## src/rtl/core/i2cm_pkg.sv

```systemverilog
// Shared types, register map and constants of the I2C master register block.
`default_nettype none

package i2cm_pkg;

    // Receive FIFO geometry.
    localparam int RX_FIFO_DEPTH = 16;
    localparam int RX_IDX_W      = (RX_FIFO_DEPTH > 1) ? $clog2(RX_FIFO_DEPTH) : 1;
    localparam int RX_CNT_W      = $clog2(RX_FIFO_DEPTH + 1);

    // Register widths.
    localparam int CR1_W = 16;
    localparam int CR2_W = 11;
    localparam int SR1_W = 11;
    localparam int SR2_W = 3;

    // Access kinds carried by an input beat.
    typedef enum logic [1:0] {
        KIND_READ   = 2'd0,
        KIND_WRITE  = 2'd1,
        KIND_INJECT = 2'd2
    } kind_t;

    // Register byte offsets.
    localparam logic [5:0] OFS_CR1   = 6'h00;
    localparam logic [5:0] OFS_CR2   = 6'h04;
    localparam logic [5:0] OFS_OAR1  = 6'h08;
    localparam logic [5:0] OFS_OAR2  = 6'h0C;
    localparam logic [5:0] OFS_DR    = 6'h10;
    localparam logic [5:0] OFS_SR1   = 6'h14;
    localparam logic [5:0] OFS_SR2   = 6'h18;
    localparam logic [5:0] OFS_CCR   = 6'h1C;
    localparam logic [5:0] OFS_TRISE = 6'h20;
    localparam logic [5:0] OFS_FLTR  = 6'h24;

    // CR1 bit positions.
    localparam int C1_START = 8;
    localparam int C1_STOP  = 9;
    localparam int C1_SWRST = 15;

    // SR1 bit positions.
    localparam int S1_SB   = 0;
    localparam int S1_ADDR = 1;
    localparam int S1_BTF  = 2;
    localparam int S1_RXNE = 6;
    localparam int S1_TXE  = 7;
    localparam int S1_BERR = 8;
    localparam int S1_AF   = 10;

    // SR2 bit positions.
    localparam int S2_MSL  = 0;
    localparam int S2_BUSY = 1;
    localparam int S2_TRA  = 2;

    // Reset values.
    localparam logic [SR1_W-1:0] SR1_RESET   = SR1_W'(11'h080);
    localparam logic [31:0]      TRISE_RESET = 32'd2;

    // Requests from the register logic to the receive FIFO.
    typedef struct packed {
        logic       push;
        logic       pop;
        logic [7:0] push_data;
    } rx_cmd_t;

    // Status of the receive FIFO seen by the register logic.
    typedef struct packed {
        logic [RX_CNT_W-1:0] count;
        logic                empty;
        logic                full;
        logic [7:0]          head_data;
    } rx_stat_t;

endpackage

`default_nettype wire

```

## src/rtl/core/i2cm_if.sv

```systemverilog
// Valid/ready channel interfaces for the access beats and the result beats.
`default_nettype none

interface i2cm_in_if;
    logic        valid;
    logic        ready;
    logic [1:0]  kind;
    logic [5:0]  reg_offset;
    logic [31:0] write_value;
    logic [7:0]  inject_byte;

    modport source (output valid, kind, reg_offset, write_value, inject_byte, input ready);
    modport sink   (input valid, kind, reg_offset, write_value, inject_byte, output ready);
endinterface

interface i2cm_out_if;
    logic        valid;
    logic        ready;
    logic [31:0] read_data;
    logic        tx_valid;
    logic [7:0]  tx_byte;
    logic        inject_accepted;

    modport source (output valid, read_data, tx_valid, tx_byte, inject_accepted, input ready);
    modport sink   (input valid, read_data, tx_valid, tx_byte, inject_accepted, output ready);
endinterface

`default_nettype wire

```

## src/rtl/core/i2cm_ram.sv

```systemverilog
// Generic single-write, single-read RAM with registered read data.
`default_nettype none

module i2cm_ram #(
    parameter int WIDTH = 8,
    parameter int DEPTH = 16
) (
    input  wire logic                                    clk,
    input  wire logic                                    wr_en,
    input  wire logic [((DEPTH > 1) ? $clog2(DEPTH) : 1)-1:0] wr_addr,
    input  wire logic [WIDTH-1:0]                        wr_data,
    input  wire logic [((DEPTH > 1) ? $clog2(DEPTH) : 1)-1:0] rd_addr,
    output logic      [WIDTH-1:0]                        rd_data
);

    logic [WIDTH-1:0] mem [DEPTH];

    // Write port and registered read port; a read of the address being written
    // returns the old contents.
    always_ff @(posedge clk)
    begin
        if (wr_en)
        begin
            mem[wr_addr] <= wr_data;
        end
        rd_data <= mem[rd_addr];
    end

endmodule

`default_nettype wire

```

## src/rtl/core/i2cm_rx_fifo.sv

```systemverilog
// Receive FIFO: head and fill count, storage RAM and a head-of-queue read path.
`default_nettype none

module i2cm_rx_fifo (
    input  wire logic              clk,
    input  wire logic              rst_n,
    input  wire i2cm_pkg::rx_cmd_t cmd,
    output i2cm_pkg::rx_stat_t     stat
);

    localparam int IW = i2cm_pkg::RX_IDX_W;
    localparam int CW = i2cm_pkg::RX_CNT_W;

    logic [IW-1:0] head_reg, head_next;
    logic [CW-1:0] count_reg, count_next;
    logic          bypass_reg, bypass_next;
    logic [7:0]    bypass_data_reg;
    logic [IW:0]   wr_sum;
    logic [IW-1:0] wr_addr;
    logic [7:0]    ram_rd;

    // Tail address is head plus count, wrapped once around the depth.
    always_comb
    begin
        wr_sum = {1'b0, head_reg} + (IW + 1)'(count_reg);
        if (wr_sum >= (IW + 1)'(i2cm_pkg::RX_FIFO_DEPTH))
        begin
            wr_sum = wr_sum - (IW + 1)'(i2cm_pkg::RX_FIFO_DEPTH);
        end
        wr_addr = wr_sum[IW-1:0];
    end

    // Head and count advance; a beat never pushes and pops at once.
    always_comb
    begin
        head_next  = head_reg;
        count_next = count_reg;
        if (cmd.pop)
        begin
            if (head_reg == IW'(i2cm_pkg::RX_FIFO_DEPTH - 1))
            begin
                head_next = '0;
            end
            else
            begin
                head_next = head_reg + IW'(1);
            end
            count_next = count_reg - CW'(1);
        end
        else if (cmd.push)
        begin
            count_next = count_reg + CW'(1);
        end
        // The RAM returns old data when the new head is written this cycle.
        bypass_next = cmd.push && (wr_addr == head_next);
    end

    always_ff @(posedge clk or negedge rst_n)
    begin
        if (!rst_n)
        begin
            head_reg   <= '0;
            count_reg  <= '0;
            bypass_reg <= 1'b0;
        end
        else
        begin
            head_reg   <= head_next;
            count_reg  <= count_next;
            bypass_reg <= bypass_next;
        end
    end

    always_ff @(posedge clk)
    begin
        bypass_data_reg <= cmd.push_data;
    end

    // The RAM always reads the next head so its data is ready for the next beat.
    i2cm_ram #(
        .WIDTH (8),
        .DEPTH (i2cm_pkg::RX_FIFO_DEPTH)
    ) u_store (
        .clk     (clk),
        .wr_en   (cmd.push),
        .wr_addr (wr_addr),
        .wr_data (cmd.push_data),
        .rd_addr (head_next),
        .rd_data (ram_rd)
    );

    assign stat.count     = count_reg;
    assign stat.empty     = (count_reg == '0);
    assign stat.full      = (count_reg == CW'(i2cm_pkg::RX_FIFO_DEPTH));
    assign stat.head_data = bypass_reg ? bypass_data_reg : ram_rd;

endmodule

`default_nettype wire

```

## src/rtl/core/i2c_master_register_model_unit.sv

```systemverilog
// Result: a beat's result is registered when the beat advances out of the input stage.
// Throughput: one access beat per cycle; the input and result registers keep
// accepting while a finished result waits, and stall only when both are full.
// Reset: rst_n clears all architectural registers to their documented reset values (SR1 = TXE,
// TRISE = 2) and empties the receive FIFO; FIFO storage itself is not cleared.
`default_nettype none

module i2c_master_register_model_unit (
    input  wire logic  clk,
    input  wire logic  rst_n,
    i2cm_in_if.sink    in_ch,
    i2cm_out_if.source out_ch
);

    // Input stage.
    logic                in_vld_reg;
    i2cm_pkg::kind_t     kind_reg;
    logic [5:0]          ofs_reg;
    logic [31:0]         wval_reg;
    logic [7:0]          ibyte_reg;

    // Result stage.
    logic                out_vld_reg;
    logic [31:0]         rd_reg, rd_next;
    logic                txv_reg, txv_next;
    logic [7:0]          txb_reg, txb_next;
    logic                acc_reg, acc_next;

    // Architectural registers.
    logic [i2cm_pkg::CR1_W-1:0] cr1_reg, cr1_next;
    logic [i2cm_pkg::CR2_W-1:0] cr2_reg, cr2_next;
    logic [31:0]                oar1_reg, oar1_next;
    logic [31:0]                oar2_reg, oar2_next;
    logic [i2cm_pkg::SR1_W-1:0] sr1_reg, sr1_next;
    logic [i2cm_pkg::SR2_W-1:0] sr2_reg, sr2_next;
    logic [31:0]                ccr_reg, ccr_next;
    logic [31:0]                trise_reg, trise_next;
    logic [31:0]                fltr_reg, fltr_next;

    i2cm_pkg::rx_cmd_t  rx_cmd;
    i2cm_pkg::rx_stat_t rx_stat;
    logic               advance;

    // Handshake: the input stage moves on when the result stage is free.
    assign advance      = in_vld_reg && (!out_vld_reg || out_ch.ready);
    assign in_ch.ready  = !in_vld_reg || advance;
    assign out_ch.valid = out_vld_reg;

    always_ff @(posedge clk or negedge rst_n)
    begin
        if (!rst_n)
        begin
            in_vld_reg  <= 1'b0;
            out_vld_reg <= 1'b0;
        end
        else
        begin
            if (in_ch.ready)
            begin
                in_vld_reg <= in_ch.valid;
            end
            if (advance)
            begin
                out_vld_reg <= 1'b1;
            end
            else if (out_ch.ready)
            begin
                out_vld_reg <= 1'b0;
            end
        end
    end

    always_ff @(posedge clk)
    begin
        if (in_ch.ready && in_ch.valid)
        begin
            kind_reg  <= i2cm_pkg::kind_t'(in_ch.kind);
            ofs_reg   <= in_ch.reg_offset;
            wval_reg  <= in_ch.write_value;
            ibyte_reg <= in_ch.inject_byte;
        end
        if (advance)
        begin
            rd_reg  <= rd_next;
            txv_reg <= txv_next;
            txb_reg <= txb_next;
            acc_reg <= acc_next;
        end
    end

    // Register access logic for the beat in the input stage.
    always_comb
    begin
        cr1_next   = cr1_reg;
        cr2_next   = cr2_reg;
        oar1_next  = oar1_reg;
        oar2_next  = oar2_reg;
        sr1_next   = sr1_reg;
        sr2_next   = sr2_reg;
        ccr_next   = ccr_reg;
        trise_next = trise_reg;
        fltr_next  = fltr_reg;
        rd_next    = '0;
        txv_next   = 1'b0;
        txb_next   = '0;
        acc_next   = 1'b0;
        rx_cmd     = '0;
        rx_cmd.push_data = ibyte_reg;

        unique case (kind_reg)
            i2cm_pkg::KIND_READ:
            begin
                unique case (ofs_reg)
                    i2cm_pkg::OFS_CR1:   rd_next = 32'(cr1_reg);
                    i2cm_pkg::OFS_CR2:   rd_next = 32'(cr2_reg);
                    i2cm_pkg::OFS_OAR1:  rd_next = oar1_reg;
                    i2cm_pkg::OFS_OAR2:  rd_next = oar2_reg;
                    i2cm_pkg::OFS_DR:
                    begin
                        // Pop when not empty; RXNE drops once the FIFO drains.
                        if (!rx_stat.empty)
                        begin
                            rx_cmd.pop = 1'b1;
                            rd_next    = 32'(rx_stat.head_data);
                        end
                        if (rx_stat.empty || (rx_stat.count == i2cm_pkg::RX_CNT_W'(1)))
                        begin
                            sr1_next[i2cm_pkg::S1_RXNE] = 1'b0;
                        end
                    end
                    i2cm_pkg::OFS_SR1:   rd_next = 32'(sr1_reg);
                    i2cm_pkg::OFS_SR2:
                    begin
                        sr1_next[i2cm_pkg::S1_ADDR] = 1'b0;
                        rd_next = 32'(sr2_reg);
                    end
                    i2cm_pkg::OFS_CCR:   rd_next = ccr_reg;
                    i2cm_pkg::OFS_TRISE: rd_next = trise_reg;
                    i2cm_pkg::OFS_FLTR:  rd_next = fltr_reg;
                    default:             rd_next = '0;
                endcase
            end
            i2cm_pkg::KIND_WRITE:
            begin
                unique case (ofs_reg)
                    i2cm_pkg::OFS_CR1:
                    begin
                        if (wval_reg[i2cm_pkg::C1_SWRST])
                        begin
                            // Software reset clears CR1, SR1 and SR2.
                            cr1_next = '0;
                            sr1_next = '0;
                            sr2_next = '0;
                        end
                        else
                        begin
                            // START and STOP act once and never read back.
                            cr1_next = wval_reg[i2cm_pkg::CR1_W-1:0];
                            cr1_next[i2cm_pkg::C1_START] = 1'b0;
                            cr1_next[i2cm_pkg::C1_STOP]  = 1'b0;
                            if (wval_reg[i2cm_pkg::C1_START])
                            begin
                                sr1_next[i2cm_pkg::S1_SB]   = 1'b1;
                                sr2_next[i2cm_pkg::S2_MSL]  = 1'b1;
                                sr2_next[i2cm_pkg::S2_BUSY] = 1'b1;
                            end
                            if (wval_reg[i2cm_pkg::C1_STOP])
                            begin
                                sr2_next = '0;
                                sr1_next[i2cm_pkg::S1_TXE] = 1'b0;
                                sr1_next[i2cm_pkg::S1_BTF] = 1'b0;
                            end
                        end
                    end
                    i2cm_pkg::OFS_CR2:   cr2_next  = wval_reg[i2cm_pkg::CR2_W-1:0];
                    i2cm_pkg::OFS_OAR1:  oar1_next = wval_reg;
                    i2cm_pkg::OFS_OAR2:  oar2_next = wval_reg;
                    i2cm_pkg::OFS_DR:
                    begin
                        if (sr1_reg[i2cm_pkg::S1_SB])
                        begin
                            // Address phase: bit 0 picks the direction.
                            sr1_next[i2cm_pkg::S1_SB]   = 1'b0;
                            sr1_next[i2cm_pkg::S1_ADDR] = 1'b1;
                            sr1_next[i2cm_pkg::S1_TXE]  = 1'b1;
                            sr2_next[i2cm_pkg::S2_TRA]  = !wval_reg[0];
                        end
                        else
                        begin
                            sr1_next[i2cm_pkg::S1_TXE] = 1'b1;
                            sr1_next[i2cm_pkg::S1_BTF] = 1'b1;
                            txv_next = 1'b1;
                            txb_next = wval_reg[7:0];
                        end
                    end
                    i2cm_pkg::OFS_SR1:
                    begin
                        // Only the error flags clear, by writing zero.
                        if (!wval_reg[i2cm_pkg::S1_AF])
                        begin
                            sr1_next[i2cm_pkg::S1_AF] = 1'b0;
                        end
                        if (!wval_reg[i2cm_pkg::S1_BERR])
                        begin
                            sr1_next[i2cm_pkg::S1_BERR] = 1'b0;
                        end
                    end
                    i2cm_pkg::OFS_CCR:   ccr_next   = wval_reg;
                    i2cm_pkg::OFS_TRISE: trise_next = wval_reg;
                    i2cm_pkg::OFS_FLTR:  fltr_next  = wval_reg;
                    default:             ccr_next   = ccr_reg;
                endcase
            end
            i2cm_pkg::KIND_INJECT:
            begin
                if (!rx_stat.full)
                begin
                    rx_cmd.push = 1'b1;
                    sr1_next[i2cm_pkg::S1_RXNE] = 1'b1;
                    acc_next = 1'b1;
                end
            end
            default:
            begin
                acc_next = 1'b0;
            end
        endcase

        // Nothing changes unless the beat moves to the result stage.
        if (!advance)
        begin
            rx_cmd.push = 1'b0;
            rx_cmd.pop  = 1'b0;
        end
    end

    always_ff @(posedge clk or negedge rst_n)
    begin
        if (!rst_n)
        begin
            cr1_reg   <= '0;
            cr2_reg   <= '0;
            oar1_reg  <= '0;
            oar2_reg  <= '0;
            sr1_reg   <= i2cm_pkg::SR1_RESET;
            sr2_reg   <= '0;
            ccr_reg   <= '0;
            trise_reg <= i2cm_pkg::TRISE_RESET;
            fltr_reg  <= '0;
        end
        else if (advance)
        begin
            cr1_reg   <= cr1_next;
            cr2_reg   <= cr2_next;
            oar1_reg  <= oar1_next;
            oar2_reg  <= oar2_next;
            sr1_reg   <= sr1_next;
            sr2_reg   <= sr2_next;
            ccr_reg   <= ccr_next;
            trise_reg <= trise_next;
            fltr_reg  <= fltr_next;
        end
    end

    i2cm_rx_fifo u_rx_fifo (
        .clk   (clk),
        .rst_n (rst_n),
        .cmd   (rx_cmd),
        .stat  (rx_stat)
    );

    assign out_ch.read_data       = rd_reg;
    assign out_ch.tx_valid        = txv_reg;
    assign out_ch.tx_byte         = txb_reg;
    assign out_ch.inject_accepted = acc_reg;

    // The FIFO fill count never exceeds its depth.
    a_count_bound: assert property (@(posedge clk) disable iff (!rst_n)
        rx_stat.count <= i2cm_pkg::RX_CNT_W'(i2cm_pkg::RX_FIFO_DEPTH))
        else $error("receive FIFO count above depth");

    // RXNE is never set while the FIFO is empty.
    a_rxne_empty: assert property (@(posedge clk) disable iff (!rst_n)
        rx_stat.empty |-> !sr1_reg[i2cm_pkg::S1_RXNE])
        else $error("RXNE set with empty receive FIFO");

    // START and STOP never remain stored in CR1.
    a_cr1_selfclear: assert property (@(posedge clk) disable iff (!rst_n)
        !cr1_reg[i2cm_pkg::C1_START] && !cr1_reg[i2cm_pkg::C1_STOP])
        else $error("START or STOP stored in CR1");

    // The input side only stalls when both stages hold a beat.
    a_stall_full: assert property (@(posedge clk) disable iff (!rst_n)
        !in_ch.ready |-> (in_vld_reg && out_vld_reg))
        else $error("input stalled with a free stage");

    // The FIFO count moves only when a beat advances.
    a_count_hold: assert property (@(posedge clk) disable iff (!rst_n)
        !advance |=> $stable(rx_stat.count))
        else $error("receive FIFO count changed without a beat");

endmodule

`default_nettype wire
```

## src/flat_wrapper.sv

```systemverilog
// flat-port wrapper written by rule: the top's interface ports become plain ports
module i2c_master_register_model_unit_flat 
  (clk, rst_n, in_ch_valid, in_ch_kind, in_ch_reg_offset, in_ch_write_value, in_ch_inject_byte, in_ch_ready, out_ch_valid, out_ch_read_data, out_ch_tx_valid, out_ch_tx_byte, out_ch_inject_accepted, out_ch_ready);
  i2cm_in_if in_ch_i ();
  i2cm_out_if out_ch_i ();
  input  wire logic clk;
  input  wire logic rst_n;
  input wire logic [$bits(in_ch_i.valid)-1:0] in_ch_valid;
  input wire logic [$bits(in_ch_i.kind)-1:0] in_ch_kind;
  input wire logic [$bits(in_ch_i.reg_offset)-1:0] in_ch_reg_offset;
  input wire logic [$bits(in_ch_i.write_value)-1:0] in_ch_write_value;
  input wire logic [$bits(in_ch_i.inject_byte)-1:0] in_ch_inject_byte;
  output wire logic [$bits(in_ch_i.ready)-1:0] in_ch_ready;
  output wire logic [$bits(out_ch_i.valid)-1:0] out_ch_valid;
  output wire logic [$bits(out_ch_i.read_data)-1:0] out_ch_read_data;
  output wire logic [$bits(out_ch_i.tx_valid)-1:0] out_ch_tx_valid;
  output wire logic [$bits(out_ch_i.tx_byte)-1:0] out_ch_tx_byte;
  output wire logic [$bits(out_ch_i.inject_accepted)-1:0] out_ch_inject_accepted;
  input wire logic [$bits(out_ch_i.ready)-1:0] out_ch_ready;
  assign in_ch_i.valid = in_ch_valid;
  assign in_ch_i.kind = in_ch_kind;
  assign in_ch_i.reg_offset = in_ch_reg_offset;
  assign in_ch_i.write_value = in_ch_write_value;
  assign in_ch_i.inject_byte = in_ch_inject_byte;
  assign in_ch_ready = in_ch_i.ready;
  assign out_ch_valid = out_ch_i.valid;
  assign out_ch_read_data = out_ch_i.read_data;
  assign out_ch_tx_valid = out_ch_i.tx_valid;
  assign out_ch_tx_byte = out_ch_i.tx_byte;
  assign out_ch_inject_accepted = out_ch_i.inject_accepted;
  assign out_ch_i.ready = out_ch_ready;
  i2c_master_register_model_unit u_core (.clk(clk), .rst_n(rst_n), .in_ch(in_ch_i), .out_ch(out_ch_i));
endmodule
```

## config.mk

```make
export PLATFORM = sky130hd
export DESIGN_NAME = i2c_master_register_model_unit_flat
export DESIGN_NICKNAME = d
export VERILOG_FILES = /design/src/rtl/core/i2cm_pkg.sv /design/src/rtl/core/i2cm_if.sv /design/src/rtl/core/i2cm_ram.sv /design/src/rtl/core/i2cm_rx_fifo.sv /design/src/rtl/core/i2c_master_register_model_unit.sv /design/src/flat_wrapper.sv
export SDC_FILE = /design/constraint.sdc
export NUM_CORES = 1
export LEC_CHECK = 0
export BUFFER_PORTS_ARGS = -buffer_cell sky130_fd_sc_hd__buf_2
export CAP_MARGIN = 0
export CORE_ASPECT_RATIO = 1.25
export CORE_MARGIN = 3
export CORE_UTILIZATION = 43
export DETAILED_ROUTE_END_ITERATION = 16
export GPL_TIMING_DRIVEN = 0
export PLACE_DENSITY_LB_ADDON = 0.08
export SKIP_LAST_GASP = 1
export SLEW_MARGIN = 20
export SYNTH_ARGS = -nofsm -noshare
export SYNTH_HDL_FRONTEND = slang
export SYNTH_SLANG_ARGS = --single-unit
```

## constraint.sdc

```tcl
create_clock -name clk -period 2.9 [get_ports clk]
set_clock_uncertainty 0.1 [all_clocks]
set_input_delay 0.435 -clock clk [delete_from_list [all_inputs] [get_ports clk]]
set_output_delay 0.435 -clock clk [all_outputs]
set_load 0.03 [all_outputs]
```

**Word level (Yosys, flattened, before mapping)**

Memory sizes are Yosys's and may differ from the RTL's. A register that Yosys moved wholly into a read port is not among the register bits.
Cells that the tools add are included.

- Register bits after elaboration: 307
- Bits in read-only memories: 0
- Bits of input ports: 52
- Memories kept: 1
- Bits in writable memories: 128
- Bits in latches: 0

Memory list:

| name | depth | width | rd ports | clocked after Yosys merged registers in | wr ports | RTL line | RTL |
|---|---|---|---|---|---|---|---|
| u_core.u_rx_fifo.u_store.mem | 16 | 8 | 1 | 1 | 1 | i2cm_ram.sv:16 | `logic [WIDTH-1:0] mem [DEPTH];` |

- Mux-type cells: 47
- $mul: 0
- $add $sub $neg: 5
- Shift operators: 0
- Equal/unequal tests: 31
- Magnitude comparators: 1
- Div/mod/pow operators: 0
- Reductions and logical operators: 37
- Bitwise gates (word level): 2

Operator list:

| operator | count |
|---|---|
| 32-bit case mux with 10 select lines | 1 |
| 6-bit by 5-bit == test with 1-bit output, second input constant | 4 |
| 1-bit 2-to-1 mux | 23 |
| 3-bit AND reduction | 7 |
| 4-bit 2-to-1 mux | 5 |
| 5-bit AND reduction | 4 |
| 8-bit 2-to-1 mux | 2 |
| 15-bit 2-to-1 mux | 1 |
| 6-bit by 4-bit == test with 1-bit output, second input constant | 2 |
| 6-bit == test, second input constant | 2 |
| 2-bit inequality test, second input constant | 6 |
| 4-bit AND reduction | 3 |
| 5-bit 2-to-1 mux | 2 |
| 2-bit by 1-bit inequality test with 1-bit output, second input constant | 5 |
| 1-bit case mux with 2 select lines | 5 |
| 2-bit nonzero test | 5 |
| 3-bit 2-to-1 mux | 3 |
| 7-bit AND reduction | 1 |
| 6-bit by 3-bit == test with 1-bit output, second input constant | 1 |
| 6-bit logical NOT | 1 |
| 2-bit 2-to-1 mux | 3 |
| 3-bit by 1-bit inequality test with 1-bit output, second input constant | 2 |
| 3-bit by 2-bit inequality test with 1-bit output, second input constant | 2 |
| 3-bit case mux with 2 select lines | 1 |
| other kinds (24) | 32 |

**Depth between registers and ports, before layout**

- Word-level depth: 8
- Gate-level depth with buffers: 13

**Cells and area by module**

A second synthesis with hierarchy kept.

- Cell total of the unflattened synthesis: 1057
- Area, all modules: 17458.0 µm²

Modules (own cells, without submodules):

| module | times used | area each (µm²) | seq. area each (µm²) | cells an instance |
|---|---|---|---|---|
| i2c_master_register_model_unit | 1 | 11339.6 | 7534.7 | 743 |
| i2cm_ram | 1 | 5147.4 | 4003.8 | 229 |
| i2cm_rx_fifo | 1 | 970.9 | 410.4 | 85 |

**Least setup slack after synthesis**

OpenSTA, ideal clock, no wires.

- Path kind: reg2reg
- Start: reg u_core.out_vld_reg, in the netlist u_core.out_ch.valid
- End: mem u_core.u_rx_fifo.u_store.mem[0][0] (enable)
- Period minus slack after synthesis: 3.275 ns
- Arrival: 2.805 ns
- Stages on the path, launching flop included: 6
- Required time: 2.430 ns
- Setup slack: -0.375 ns
- Path through: dfrtp_1 > nand2b_1 > and2_1 > nand2_1 > or3_1 > nor2_1

- Cells in the longest elaborated chain, start to end: 6

Ends and longest elaborated chain:

| item | RTL line | RTL |
|---|---|---|
| start: declaration | i2c_master_register_model_unit.sv:23 | `logic out_vld_reg;` |
| start signal: assignment | i2c_master_register_model_unit.sv:54 | `out_vld_reg <= 1'b0;` |
| start signal: assignment | i2c_master_register_model_unit.sv:64 | `out_vld_reg <= 1'b1;` |
| start signal: assignment | i2c_master_register_model_unit.sv:68 | `out_vld_reg <= 1'b0;` |
| 1-bit logical NOT | i2c_master_register_model_unit.sv:45 | `assign advance = in_vld_reg && (!out_vld_reg \|\| out_ch.ready);` |
| 1-bit logical OR | i2c_master_register_model_unit.sv:45 |  |
| 1-bit logical AND | i2c_master_register_model_unit.sv:45 |  |
| net u_core.advance | i2c_master_register_model_unit.sv:42 | `logic advance;` |
| 2-bit 2-to-1 mux | i2c_master_register_model_unit.sv:230 | `if (!advance)` |
| 1-bit 2-to-1 mux | i2cm_ram.sv:22 | `if (wr_en)` |
| 1-bit 2-to-1 mux (implied by the code) | i2cm_ram.sv:24 | `mem[wr_addr] <= wr_data;` |
| end: declaration | i2cm_ram.sv:16 |  |

The timed path passes the listed nets, and every way through them passes these cells.

**Final worst setup path**

- Start: reg u_core.u_rx_fifo.count_reg[0]
- End: reg u_core.u_rx_fifo.u_store.rd_data[3], read port of u_core.u_rx_fifo.u_store.mem

- Cells in the longest elaborated chain, start to end: 6

Ends and longest elaborated chain:

| item | RTL line | RTL |
|---|---|---|
| start: declaration | i2cm_rx_fifo.sv:15 | `logic [CW-1:0] count_reg, count_next;` |
| start signal: assignment | i2cm_rx_fifo.sv:69 | `count_reg <= count_next;` |
| 5-bit logical NOT | i2cm_rx_fifo.sv:93 | `assign stat.empty = (count_reg == '0);` |
| 1-bit 2-to-1 mux | i2c_master_register_model_unit.sv:121 | `if (!rx_stat.empty)` |
| 1-bit 2-to-1 mux | i2c_master_register_model_unit.sv:113 | `unique case (ofs_reg)` |
| 1-bit 2-to-1 mux | i2c_master_register_model_unit.sv:110 | `unique case (kind_reg)` |
| 2-bit 2-to-1 mux | i2c_master_register_model_unit.sv:230 |  |
| 4-bit 2-to-1 mux | i2cm_rx_fifo.sv:38 | `if (cmd.pop)` |
| end: declaration | i2cm_ram.sv:13 | `output logic [WIDTH-1:0] rd_data` |

No other way between the ends.
A chain may end at the register's enable or synchronous reset.

==> summary by stage <==
Outcome
The run finished, with violations left. The final reports fail on setup timing.

Floorplan
The die is ~240 µm tall. The starting density of the core is 43.6%. During I/O placement, the number of pins put on the boundary was 96.

The total area inside the core boundary comes to 0.0421 mm². The chip width is between 150 and 200 µm. The area enclosed by the die boundary is about 0.045 mm².

The floorplan row count is 84.

STA
Hold is met by between 0.1 and 0.15 ns. Once routing completed, OpenROAD measured the worst setup slack at -0.0287 ns. Setup violations remaining at the end of the flow were counted as 4. Based on the critical path, the design can be clocked at up to 0.341 GHz. At the pin with the least slew margin, the transition time is 1.01 ns. The final count of hold timing violations is 0. The relative slew slack is around a third. For the finished layout, the period the worst path requires is roughly 2.9 ns. The number of max-slew violations in the final report came to 0.

The post-route clock period utilization is 101%. Setup repair after global routing could not meet its margin everywhere.

Clocking
The number of sinks on the clock net is roughly 440. The number of H-tree levels is 2. The master cell of the clock root buffer is sky130_fd_sc_hd__clkbuf_16.

The CTS buffer count is 47. Clock-pin slew was measured on the worst setup and hold paths at approximately 0.060 ns. In this run the deepest clock path goes through 3 buffers. The TritonCTS clock tree is built. The clock network latency to the later pin of the worst-skew pair is 0.56 ns.

Global route
The initial antenna violation count is 1. The remaining global-route overflow is 0. The number of global-route vias before repair is between 10,000 and 15,000. The first global-routing pass estimated ~75,000 µm of wire. The total track usage is 21.9%.

Entering global routing, the biggest net connects 94 pins.

Setup path
In this run the worst path has a maximum fanout of 7. The destination of the critical timing path is u_core.u_rx_fifo.u_store.rd_data[3]. The endpoint identified for the worst register-to-register timing path is u_core.u_rx_fifo.u_store.rd_data[3].

Walking the worst path, the cells encountered are inv_2 > ha_4 > or4b_4 > and3_4 > buf_6 > nand3_4 > and2_4 > buf_12 > bufbuf_16 > nand3_2 > a32oi_4 > o221ai_2. The beginning of the worst register-to-register path is u_core.u_rx_fifo.count_reg[0]. At the worst endpoint, the required time is about 3.2 ns.

The origin of the worst setup path is u_core.u_rx_fifo.count_reg[0]. STA classifies the critical path endpoint as a register. The startpoint class of the critical path is a register.

The highest cell delay on the worst timing path is approximately 0.47 ns. The number of cells on the worst reg-to-reg path is 12. The data arrival at the endpoint of the critical path is around 3.2 ns. The standard cell with the maximum stage delay on the critical path is sky130_fd_sc_hd__or4b_4. In this run the register-to-register setup slack is -0.03 ns. The kind of critical path is register to register.

Finish
Cells with a size suffix above 1 make up 32.8% of the layout. The library cell used most frequently in the layout, excluding fill and tap cells, is sky130_fd_sc_hd__edfxtp_1. Relative to the synthesized area, the layout overhead comes to 22.2%. Leaving out fill and tap cells, the most frequent cells in the layout are sky130_fd_sc_hd__edfxtp_1, sky130_fd_sc_hd__dfrtp_1, sky130_fd_sc_hd__mux2_2. The final layout contains around 1,600 nets. The register with the most flip-flops in the layout has 128 of them. More flip-flops sit in one register than any other, and that register is u_core.u_rx_fifo.u_store.mem. The number of antenna diodes in the final layout is 0.

Cells fill 53.2% of the core in the end.

Routing
In the routed design, unresolved DRC markers number 0. The total number of vias is between 10,000 and 15,000. The wire length after detailed routing is 49,400 µm. In this run the remaining antenna-violating nets after routing total 0.

The starting DRC count in detailed routing is 615. The via-per-instance ratio is about 5.4. The average detailed-routed wire length per instance is about 23 µm.

The pre-antenna-repair detailed-routing pass consisted of 5 iterations.

Min path
The type of the most critical hold path is input port to register.

Power
The maximum resistive drop on vdd is between 0.0005 and 0.0006 V. The overall power of the completed layout is around 0.014 W. The static leakage is just over 9 nW. The power density over the cells is between 600 and 700 mW/mm².

Synth
The number of enable-type register cells in the synthesized netlist is 218. Counting flops and latches in the post-synthesis netlist gives around 440. The count of different cell masters after synthesis is roughly 70. The warning count from the yosys run is 0. The area of the mapped netlist is between 0.015 and 0.02 mm². In the synthesized netlist, the number of instances is approximately 1,300. The mean cell area of the mapped netlist is 13.7 µm². The most used flip-flop cell after synthesis is sky130_fd_sc_hd__edfxtp_1. The post-synthesis async set-or-reset flop share is ~46%.

The net count of the mapped netlist is about 1,400. Sequential cells were found to cover between 60% and 70% of the synthesized design area.

Placement
Once detailed placement completed, the half-perimeter wirelength came to around 32,000 µm. The final weighted congestion in routability-driven placement is 0.909. Port buffering added 95 buffers.

Job
The tool flagged a number of max-cap violations equal to 0.
==> worst max-delay path: cells and delay by family, from the launching register on <==
family	cells	cell delay [ns]
adder cells (fa/ha/maj)	1	0.15
AND/OR/NAND/NOR	5	0.99
buffers and inverters	4	0.60
AO/OA/AOI/OAI	2	0.52
flip-flops	1	0.42
==> what timing repair did <==
item,in CTS,in global routing
hold buffers,50,0
endpoints found under the hold margin,80,0
setup endpoints to repair,294,210
resized for setup,121,35
setup buffers,13,3
pin swaps,14,10
gates cloned,2,1
==> per-layer routing <==
layer / wire, µm / part of all wire (%) / track usage (%) / vias to the layer above
met3: 1680 / 3.4 / 2.74 / 81
met4: 1720 / 3.5 / 7.03 / 2
met1: 20200 / 41 / 27.4 / 5890
met5: 7 / 0.014 / 0 / -
met2: 25800 / 52 / 39.3 / 240
li1: - / - / - / 5441
==> layout make-up <==
type | count | area (µm²)
plain buffers | 85 | 527
clock buffers | 63 | 1340
clock inverters | 24 | 200
fillers | 3608 | 19700
inverters | 8 | 35.0
multi-input cells | 807 | 6450
flip-flops and latches | 437 | 12000
well taps | 559 | 699
repair buffers | 166 | 1230
==> logic make-up (layout without fill, tap and decap cells) <==
kind of cell / after synthesis / in the layout / share of synthesized area [%]
AOI/OAI and AO/OA: 222 / 222 / 8.33
xor gates and xnor gates: 12 / 12 / 0.614
adders and majority gates: 9 / 9 / 0.654
buffers and inverters: 97 / 346 / 2.64
DFF: 437 / 437 / 65.1
muxes: 224 / 224 / 13.4
and+or+nand+nor: 338 / 340 / 9.22
==> how the worst min path moves through the flow <==
| stage | start | endpoint | slack [ns] | cells past startpoint |
|---|---|---|---|---|
| 5_1_grt | out_ch_ready | u_core.in_vld_reg | 0.13 | 3 |
| 3_5_place_dp | rst_n | u_core.oar1_reg[14] | 0.21 | 1 |
| 6_report | out_ch_ready | u_core.in_vld_reg | 0.10 | 3 |
| 3_3_place_gp | u_core.cr1_reg[3] | u_core.cr1_reg[3] | 0.36 | 2 |
| 4_1_cts | out_ch_ready | u_core.in_vld_reg | 0.08 | 3 |
| 2_1_floorplan | rst_n | u_core.ccr_reg[0] | 0.04 | 0 |
==> synth_stat cells, types with 25 or more instances <==
cell	count	area (µm²)
sky130_fd_sc_hd__nand3_1	81	405
sky130_fd_sc_hd__a21oi_1	54	270
sky130_fd_sc_hd__edfxtp_1	218	6550
sky130_fd_sc_hd__a221oi_1	35	307
sky130_fd_sc_hd__nand2_1	96	360
sky130_fd_sc_hd__clkbuf_1	37	139
sky130_fd_sc_hd__nor2_1	61	229
sky130_fd_sc_hd__dfrtp_1	201	5030
sky130_fd_sc_hd__mux2_2	164	1850
sky130_fd_sc_hd__buf_2	32	160
sky130_fd_sc_hd__mux2i_1	44	440
sky130_fd_sc_hd__o21ai_0	59	295
sky130_fd_sc_hd__and2_1	25	156
==> report_power, final <==
part           switching, W  total [W]  internal (W)
clock               0.00246    0.00597       0.00351
sequential         0.000229    0.00706       0.00683
combinational      0.000862    0.00143      0.000571
total               0.00356     0.0145        0.0109
==> stage by stage <==
| step | setup TNS, ns | area [µm²] | setup WS [ns] | cells |
|---|---|---|---|---|
| final | -0.0471 | 22400 | -0.0287 | 2149 |
| after floorplan | 0 | 18400 | 0.104 | 1339 |
| after detailed placement | -124.05 | 19600 | -0.839 | 1997 |
| after global routing | -1.07 | 22400 | -0.0857 | 2149 |
| after global placement | -671.02 | 19500 | -2.33 | 1993 |
| after CTS | -1.15 | 22300 | -0.0500 | 2147 |
No activity file was read; power rests on OpenSTA's default activity.
